[src/sv/pps_pkg.sv]
// shared types and codes for the ping-pong sample playback unit
// no dependencies; every other file but pps_chan_if refers to this package by scoped names
package pps_pkg;

    typedef enum logic [1:0] {
        MODE_TICK  = 2'd0,
        MODE_FILL  = 2'd1,
        MODE_START = 2'd2,
        MODE_STOP  = 2'd3
    } t_mode;

    // configuration register indexes
    localparam logic CFG_TRACK_START = 1'b0;
    localparam logic CFG_TRACK_LEN   = 1'b1;

    localparam int CFG_DATA_W   = 32;
    localparam int SECTOR_W     = 32;
    localparam int TRACK_LEN_W  = 24;
    localparam int SAMPLE_W     = 8;
    localparam int OFFSET_W     = 9;
    localparam int QUEUE_DEPTH  = 2;

    typedef struct packed {
        logic [1:0]          mode;
        logic [SAMPLE_W-1:0] fill_data;
        logic [OFFSET_W-1:0] fill_offset;
        logic                fill_front;
        logic                fill_last;
    } t_in;

    typedef struct packed {
        logic                sample_valid;
        logic [SAMPLE_W-1:0] sample;
        logic                stalled;
        logic                refill_request;
        logic [SECTOR_W-1:0] refill_sector;
        logic                refill_from_start;
    } t_out;

    // classified item handed from the front to the back
    typedef struct packed {
        t_mode               op;
        logic                wr_en;
        logic                set_ready;
        logic                fill_front;
        logic [SAMPLE_W-1:0] fill_data;
        logic [OFFSET_W-1:0] fill_offset;
    } t_cmd;

endpackage

[src/sv/pps_cmd_queue.sv]
// short command queue between the front and back stages
// depends on pps_pkg
module pps_cmd_queue (
    input  logic          i_clk,
    input  logic          i_rst_n,
    input  logic          i_push,
    input  pps_pkg::t_cmd i_cmd,
    output logic          o_full,
    input  logic          i_pop,
    output logic          o_valid,
    output pps_pkg::t_cmd o_cmd
);

    localparam int DEPTH = pps_pkg::QUEUE_DEPTH;
    localparam int PW    = (DEPTH > 1) ? $clog2(DEPTH) : 1;
    localparam int CW    = $clog2(DEPTH + 1);

    pps_pkg::t_cmd   r_slot [DEPTH];
    logic [PW-1:0]   r_wr_ptr, n_wr_ptr;
    logic [PW-1:0]   r_rd_ptr, n_rd_ptr;
    logic [CW-1:0]   r_count,  n_count;
    logic            do_push, do_pop;

    assign o_full  = r_count == CW'(DEPTH);
    assign o_valid = r_count != '0;
    assign o_cmd   = r_slot[r_rd_ptr];
    assign do_push = i_push && !o_full;
    assign do_pop  = i_pop && o_valid;

    always_comb begin
        n_wr_ptr = r_wr_ptr;
        n_rd_ptr = r_rd_ptr;
        n_count  = r_count;
        if (do_push) begin
            n_wr_ptr = (r_wr_ptr == PW'(DEPTH - 1)) ? '0 : r_wr_ptr + 1'b1;
        end
        if (do_pop) begin
            n_rd_ptr = (r_rd_ptr == PW'(DEPTH - 1)) ? '0 : r_rd_ptr + 1'b1;
        end
        case ({do_push, do_pop})
            2'b10:   n_count = r_count + 1'b1;
            2'b01:   n_count = r_count - 1'b1;
            default: n_count = r_count;
        endcase
    end

    always_ff @(posedge i_clk) begin
        if (!i_rst_n) begin
            r_wr_ptr <= '0;
            r_rd_ptr <= '0;
            r_count  <= '0;
        end else begin
            r_wr_ptr <= n_wr_ptr;
            r_rd_ptr <= n_rd_ptr;
            r_count  <= n_count;
        end
    end

    always_ff @(posedge i_clk) begin
        if (do_push) begin
            r_slot[r_wr_ptr] <= i_cmd;
        end
    end

endmodule

[config.mk]
export PLATFORM = sky130hd
export DESIGN_NAME = pps_cmd_queue
export DESIGN_NICKNAME = d
export VERILOG_FILES = /design/src/sv/pps_pkg.sv /design/src/sv/pps_cmd_queue.sv
export SDC_FILE = /design/constraint.sdc
export NUM_CORES = 1
export LEC_CHECK = 0
export ABC_AREA = 0
export BUFFER_PORTS_ARGS = -buffer_cell sky130_fd_sc_hd__clkbuf_2
export CAP_MARGIN = 20
export CORE_MARGIN = 3
export CORE_UTILIZATION = 50
export CTS_BUF_LIST = sky130_fd_sc_hd__clkbuf_4 sky130_fd_sc_hd__clkbuf_8
export CTS_CLUSTER_SIZE = 10
export DETAILED_ROUTE_END_ITERATION = 16
export PLACE_DENSITY = 0.78
export SLEW_MARGIN = 15
export SYNTH_ARGS = -nofsm -noshare
export SYNTH_HDL_FRONTEND = slang
export SYNTH_SLANG_ARGS = --single-unit
[constraint.sdc]
create_clock -name i_clk -period 2 [get_ports i_clk]
set_clock_uncertainty 0.05 [all_clocks]
set_input_delay 0.2 -clock i_clk [delete_from_list [all_inputs] [get_ports i_clk]]
set_output_delay 0.2 -clock i_clk [all_outputs]
set_load 0.01 [all_outputs]
# Word level (Yosys, flattened, before mapping)
# Memories as Yosys holds them, arrays and structs flattened. A register that Yosys moved wholly into a read port is not among the register bits.
# Index checks and enable logic that the tools add are counted.
[classes] n_addsub=4 n_reduce_logical=5 muxes=7 n_eq_ne=3
[op_table] op="2-to-1 mux 1 bit" n=6
[op_table] op="equality test 2 bit, second input constant" n=2
[op_table] op="one-hot mux 2 bit (2 select lines)" n=1
[op_table] op="nonzero test 2 bit" n=2
[op_table] op="adder 1 bit, second input constant" n=2
[op_table] op="adder 2 x 1 -> 2 bit, second input constant" n=1
[op_table] op="equality test 2 x 1 -> 1 bit, second input constant" n=1
[op_table] op="logical AND 1 bit" n=2
[op_table] op="subtractor 2 x 1 -> 2 bit, second input constant" n=1
[op_table] op="zero test 1 bit" n=1
[totals] ram_bits=44 n_memories=1 inputBits=26 regBits=4
[mem_list] memory="r_slot" depth=2 word_bits=22 rd=1 rd_clocked_by_memory_dff=1 wr=1 line="pps_cmd_queue.sv:18" text="pps_pkg::t_cmd r_slot [DEPTH];"

# Logic depth before layout (Yosys ltp)
# Gate-level depths: netlist (run 1).
[depth] ltp_word=5 mapped_depth=6 mapped_depth_nobuf=6

# Worst setup path before layout (run 1)
# No wires, ideal clock.
[synth_timing] path_kind="register to register" from="register r_count[0]" to="memory r_slot[0][0] in the netlist's numbering, enable pin" setup_slack_ps=214 path_stages_with_launch=5 required_ps=1573 setup_time_ps=377 period_less_slack_ps=1786 arrival_ps=1359 cell_sequence="dfxtp_1 -> nand2b_2 -> inv_2 -> or3_1 -> inv_1"
[synth_between] elab_chain_cells=5
[synth_rtl] element="from (decl)" line="pps_cmd_queue.sv:21" text="logic [CW-1:0] r_count, n_count;"
[synth_rtl] element="from (signal assigned)" line="pps_cmd_queue.sv:55" text="r_count <= n_count;"
[synth_rtl] element="equality test 2 bit" line="pps_cmd_queue.sv:24" text="assign o_full = r_count == CW'(DEPTH);"
[synth_rtl] element="net o_full" line="pps_cmd_queue.sv:8" text="output logic o_full,"
[synth_rtl] element="zero test 1 bit" line="pps_cmd_queue.sv:27" text="assign do_push = i_push && !o_full;"
[synth_rtl] element="logical AND 1 bit" line="pps_cmd_queue.sv:27"
[synth_rtl] element="2-to-1 mux 1 bit" line="pps_cmd_queue.sv:60" text="if (do_push) begin"
[synth_rtl] element="2-to-1 mux 1 bit (not written as such)" line="pps_cmd_queue.sv:61" text="r_slot[r_wr_ptr] <= i_cmd;"
[synth_rtl] element="to (decl)" line="pps_cmd_queue.sv:18"
# The timed path passes the listed nets, and every way through them passes these cells.

==> results_dict.tcl, run 1 <==
set metrics [dict create \
    cts-root-buf "clkbuf_4" \
    ant_nets 0 \
    outcome "complete, no violations" \
    async_flop_share 0 \
    power_switching_w 0.000762 \
    yosys_warnings 0 \
    ir_worst_vdd_v 0.000637 \
    viasPerCell 4.77 \
    maxCapViolCount 0 \
    initial_core_util 0.532 \
    n_antenna_cell 0 \
    path_buf_inv 2 \
    synth_top_area_frac 0.727 \
    cp.required_ns 1.75 \
    coreArea_mm2 0.00342 \
    drcViolationCount 0 \
    grt.overflow.total 0 \
    finalSetupViolCount 0 \
    rows 21 \
    critical_path.endpoint_type "output pin" \
    worstHoldStart "i_rst_n" \
    avgSynthCellArea_um2 19.3 \
    ctsResizeCount 0 \
    path_cells "buf_4, mux2_2, clkbuf_2" \
    seq_area_frac_synth 0.782 \
    insertion_delay_ns 0.34 \
    pre_cts_ws_ns 0.418 \
    gp_congestion 0.631 \
    drt_pre_antenna_iters 4 \
    clk_pin_slew_ns 0.12 \
    fin_ws_ns 0.346 \
    hp-class "input pin to flip-flop" \
    crit_family "multiplexers" \
    antenna_found_initial 0 \
    grt_pass1_wl_um 4790 \
    mappedNetlistNets 121 \
    design.die.area_mm2 0.00440 \
    yosysTopAreaCell "edfxtp_1" \
    crit_path_start_kind "flip-flop" \
    synthDistinctLibCells 18 \
    synth_seq_cells 49 \
    maxSlewViolCount 0 \
    max_slew_margin 0.871 \
    final_nets 203 \
    wl_per_cell_um 13.6 \
    grt_pass1_vias 1072 \
    ys_top_cells_by_area "edfxtp_1 73%, mux2_2 14%, dfxtp_1 5.5%" \
    yosysMostFrequentCell "edfxtp_1" \
    p_int_w 0.00213 \
    cts_inserted_buffers 5 \
    max_freq_mhz 605 \
    die_h_um 66.3 \
    dp_hpwl_um 2110 \
    boundaryPins 50 \
    power.share.clock 0.230 \
    cpMaxStageDelayCell "mux2_2" \
    cp_data_arrival_time_ns 1.40 \
    synth_cells 94 \
    num_vias 1063 \
    worst_r2r_startpoint "r_count[0]" \
    grt-busiest-layer "met2" \
    worstMarginPinSlew_ns 0.191 \
    numClockSinks 49 \
    fin_cells 223 \
    seqPwrFrac 0.468 \
    power_frac_comb 0.302 \
    crit_path_max_fanout 13 \
    die_w_um 66.3 \
    p_leak_nw 0.982 \
    crit_type "flip-flop to output pin" \
    power_density_mw_per_mm2 1170 \
    areaGrowthSynthToFinish_pct 36.3 \
    initialDrtViolationCount 69 \
    setup_tns_ns 0 \
    final_hold_viol_count 0 \
    rsz0062_at_grt "false" \
    io_buffers 49 \
    switching_share 0.263 \
    netlist_area_mm2 0.00182 \
    cts_hold_buf 22 \
    use_met2 0.264 \
    htreeDepth 2 \
    grt_use_met1 0.170 \
    wirelength_um 3030 \
    clk_path_buf_depth 2 \
    layout-drive-gt1-share 0.497 \
    synth_edf_count 44 \
    place_inst 193 \
    use_met3 0.0527 \
    fin_crit_sh 0.827 \
    grt_max_degree 16 \
    cts_setup_buffers 0 \
    crit_path_max_incr_delay_ns 0.37 \
    cts_tree "yes" \
    synth_common_cells "44 x edfxtp_1, 22 x mux2_2, 5 x dfxtp_1" \
    min_period_ns 1.65 \
    grt_util_all_layers 0.154 \
    yosys_most_used_dff "edfxtp_1" \
]
cell families after synthesis:
group / count (synthesis) / synth area share
adders and majority gates: 1 / 0.00688
DFF: 49 / 0.782
muxes: 22 / 0.136
buffers and inverters: 5 / 0.0117
xor gates and xnor gates: 3 / 0.0145
and+or+nand+nor: 9 / 0.0310
AOI/OAI and AO/OA: 5 / 0.0179
per-layer routing:
metal  wire, µm  up-vias
met5          0        -
met4         48        0
met3        191        6
met2       1610       37
met1       1180      501
li1           -      519
stage by stage:
step / cell area (µm²) / utilization / hold slack (ns) / total power (W)
final: 2480 / 0.726 / 0.0592 / 0.00290
after global routing: 2480 / 0.726 / 0.0370 / 0.00307
after CTS: 2480 / 0.726 / 0.0383 / 0.00294
after detailed placement: 2160 / 0.631 / 0.344 / 0.00223
after global placement: 2160 / 0.631 / 0.340 / 0.00220
after floorplan: 1820 / - / 0.249 / 0.00191
layout make-up:
| type | instances | area [µm²] |
|---|---|---|
| clock inverters | 3 | 65.1 |
| flip-flops and latches | 49 | 1420 |
| clock buffers | 5 | 37.5 |
| repair buffers | 77 | 510 |
| well taps | 46 | 57.6 |
| inverters | 3 | 11.3 |
| fillers | 226 | 937 |
| multi-input cells | 40 | 375 |
sequential cells by signal, summed over array words and instances, names as in the netlist, named ones only:
register and cells:
r_count 2, r_slot 44, r_wr_ptr 1, r_rd_ptr 1
placed cells by master, fill, tap and decap left out, types with 3 or more instances in the layout:
cell / netlist / routed
buf_4: 0 / 6
clkbuf_2: 0 / 49
clkbuf_4: 0 / 5
dfxtp_1: 5 / 5
dlygate4sd3_1: 0 / 22
edfxtp_1: 44 / 44
mux2_2: 22 / 22
xnor2_1: 3 / 3
power groups by stage:
stage / registers, W / logic (W) / clock network (W)
2_1_floorplan: 0.00137 / 0.000539 / 0
3_3_place_gp: 0.00137 / 0.000826 / 0
3_5_place_dp: 0.00138 / 0.000852 / 0
4_1_cts: 0.00136 / 0.000891 / 0.000695
5_1_grt: 0.00137 / 0.000955 / 0.000747
6_report: 0.00136 / 0.000874 / 0.000667
path summary, 6_finish.rpt:
| check | endpoint | slack, ns | depth (start not counted) |
|---|---|---|---|
| hold / removal | r_count[0] | 0.06 | 2 |
| hold reg to reg | r_wr_ptr | 0.48 | 2 |
| setup / recovery | o_cmd[13] | 0.35 | 3 |
| setup reg to reg | r_count[1] | 0.39 | 5 |
Power figures use the tool's default switching activity.
==> run 2: changes to the inputs <==
--- a/config.mk
+++ b/config.mk
@@ -5,7 +5,7 @@
 export SDC_FILE = /design/constraint.sdc
 export NUM_CORES = 1
 export LEC_CHECK = 0
-export ABC_AREA = 0
+export ABC_AREA = 1
 export BUFFER_PORTS_ARGS = -buffer_cell sky130_fd_sc_hd__clkbuf_2
 export CAP_MARGIN = 20
 export CORE_MARGIN = 3
@@ -13,7 +13,7 @@
 export CTS_BUF_LIST = sky130_fd_sc_hd__clkbuf_4 sky130_fd_sc_hd__clkbuf_8
 export CTS_CLUSTER_SIZE = 10
 export DETAILED_ROUTE_END_ITERATION = 16
-export PLACE_DENSITY = 0.78
+export PLACE_DENSITY = 0.77
 export SLEW_MARGIN = 15
 export SYNTH_ARGS = -nofsm -noshare
 export SYNTH_HDL_FRONTEND = slang
==> constraint.sdc (replaced) <==
create_clock -name i_clk -period 1.7 [get_ports i_clk]
set_clock_uncertainty 0.05 [all_clocks]
set_input_delay 0.17 -clock i_clk [delete_from_list [all_inputs] [get_ports i_clk]]
set_output_delay 0.17 -clock i_clk [all_outputs]
set_load 0.01 [all_outputs]
==> results_dict.tcl, run 2 <==
set metrics [dict create \
    insertion_delay_ns 0.29 \
    async_flop_share 0 \
    grt_pass1_vias 1076 \
    rsz0062_at_grt "false" \
    layout-drive-gt1-share 0.533 \
    largest_reg_flops 44 \
    synth_edf_count 44 \
    hold-path-cell-count 1 \
    design.die.area_mm2 0.00463 \
    ctsResizeCount 0 \
    cts_inserted_buffers 5 \
    synth_seq_cells 49 \
    cts-root-buf "clkbuf_8" \
    maxSlewViolCount 0 \
    synth_common_cells "44 x edfxtp_1, 20 x mux2_4, 10 x nor2_1" \
    coreArea_mm2 0.00352 \
    final-seq-area_mm2 0.00142 \
    cts_setup_buffers 0 \
    ys_top_cells_by_area "edfxtp_1 69%, mux2_4 16%, dfxtp_1 5.2%" \
    max_flop_register "r_slot" \
    worst_r2r_startpoint "r_count[0]" \
    max_slew_margin 0.837 \
    cp.required_ns 1.48 \
    multiInputGateArea_um2 459 \
    boundaryPins 50 \
    timing.critical_path.to "o_cmd[3]" \
    mappedNetlistNets 133 \
    htreeDepth 2 \
    min_period_ns 1.61 \
    avgSynthCellArea_um2 18.2 \
    seqPwrFrac 0.523 \
    num_vias 1043 \
    p_leak_nw 0.990 \
    synth_cells 106 \
    yosys_most_used_dff "edfxtp_1" \
    max_freq_mhz 623 \
    n_antenna_cell 0 \
    yosysMostFrequentCell "edfxtp_1" \
    viasPerCell 4.85 \
    finalSetupViolCount 0 \
    power_switching_w 0.000794 \
    antenna_found_initial 0 \
    final_nets 195 \
    initialDrtViolationCount 58 \
    grt_util_all_layers 0.150 \
    layout_commonest_cell "clkbuf_2" \
    reg_top3 "r_slot (44), r_count (2)" \
    critical_path.endpoint_type "output pin" \
    fin_crit_sh 0.944 \
    clk_path_buf_depth 2 \
    path_cells "buf_12, mux2_2, clkbuf_2" \
    clk_pin_slew_ns 0.09 \
    p_int_w 0.00213 \
    crit_path_max_incr_delay_ns 0.38 \
    outcome "complete, no violations" \
    fin_worst_hold_slack_ns 0.0121 \
    synth_top_area_frac 0.686 \
    initial_core_util 0.547 \
    crit_type "flip-flop to output pin" \
    nFillCells 262 \
    power.total_w 0.00293 \
    power_frac_comb 0.257 \
    fin_area_mm2 0.00238 \
    ir_worst_vdd_v 0.000867 \
    cts_tree "yes" \
    r2r_end "r_count[1]" \
    gp_congestion 0.664 \
    place_inst 204 \
    synthDistinctLibCells 17 \
    numClockSinks 49 \
    power.share.clock 0.220 \
    grt.overflow.total 0 \
    grt_max_degree 23 \
    netlist_area_mm2 0.00193 \
    seq_area_frac_synth 0.738 \
    maxCapViolCount 0 \
    final_cell_mix "49 x clkbuf_2, 44 x edfxtp_1, 20 x mux2_4" \
    grt_pass1_wl_um 4860 \
    reg2reg_setup_slack_ns 0.19 \
    fin_cells 215 \
    crit_path_start_kind "flip-flop" \
    crit_path_max_fanout 22 \
    placed_cell_area_mm2 0.00226 \
    yosys_warnings 0 \
    yosysTopAreaCell "edfxtp_1" \
    rr_worst_depth 9 \
    wl_per_cell_um 14.5 \
    drcViolationCount 0 \
    cp_data_arrival_time_ns 1.39 \
    dp_hpwl_um 2270 \
    rows 21 \
    cpMaxStageDelayCell "dfxtp_1" \
    io_buffers 49 \
    final_hold_viol_count 0 \
    switching_share 0.271 \
    areaGrowthSynthToFinish_pct 23.3 \
    die_h_um 68.1 \
    setup_tns_ns 0 \
    wirelength_um 3120 \
    worstMarginPinSlew_ns 0.245 \
    die_w_um 68.1 \
    drt_pre_antenna_iters 4 \
    hp-class "input pin to flip-flop" \
    ant_nets 0 \
    power_density_mw_per_mm2 1230 \
]
## run 2: area by class of cell
type	count	area share
clock buffer	5	0.0290
clock inverter	3	0.00737
inverter	7	0.0111
multi-input combinational	48	0.193
sequential	49	0.598
tap	46	0.0242
timing repair buffer	57	0.137
## run 2: kinds of logic (layout without fill, tap and decap cells)
| group | Yosys count | in the layout | share of synthesized area |
|---|---|---|---|
| simple gates | 22 | 22 | 0.0539 |
| flops | 49 | 49 | 0.738 |
| fa+ha+maj | 1 | 1 | 0.00649 |
| mux | 22 | 22 | 0.168 |
| compound gates | 3 | 3 | 0.00909 |
| buf+inv | 9 | 72 | 0.0253 |
## run 2: through the flow
step / util / worst slack (ns)
6_report: 0.675 / 0.0946
5_1_grt: 0.675 / 0.0344
4_1_cts: 0.666 / 0.0673
3_5_place_dp: 0.642 / 0.208
3_3_place_gp: 0.642 / 0.315
2_1_floorplan: - / 0.00957
## run 2: worst min-delay path by stage
stage | endpoint | startpoint | slack, ns
final | r_slot[0][20] | i_cmd[20] | 0.01
after global routing | r_slot[1][9] | i_cmd[9] | 0.0008
after CTS | r_slot[0][14] | i_cmd[14] | 0.002
after detailed placement | r_slot[0][14] | i_cmd[14] | 0.31
after global placement | r_slot[0][2] | i_cmd[2] | 0.31
after floorplan | r_slot[0][0] | i_cmd[0] | 0.22
## run 2: power by group through the flow
stage               registers, W  clock network [W]  logic, W
finish                   0.00153           0.000644  0.000753
global route             0.00155           0.000712  0.000816
CTS                      0.00153           0.000662  0.000761
detailed placement       0.00156                  0  0.000760
global placement         0.00155                  0  0.000734
floorplan                0.00155                  0  0.000506
## run 2: what timing repair did
action                                  CTS  global route
endpoints found under the setup margin    0             0
hold buffers                              0             3
hold endpoints to repair                  0             6
## run 2: routing by layer
| metal | global-route usage | vias to the layer above | part of all wire |
|---|---|---|---|
| li1 | - | 508 | - |
| met1 | 0.156 | 502 | 0.39 |
| met2 | 0.266 | 29 | 0.55 |
| met3 | 0.0591 | 4 | 0.050 |
| met4 | 0.0670 | 0 | 0.014 |
| met5 | 0 | - | 0 |
## run 2: critical path: cells and delay by family, from the launching register on
| kind | cells | cell delay [ns] |
|---|---|---|
| flops | 1 | 0.38 |
| mux | 1 | 0.37 |
| buf+inv | 2 | 0.35 |
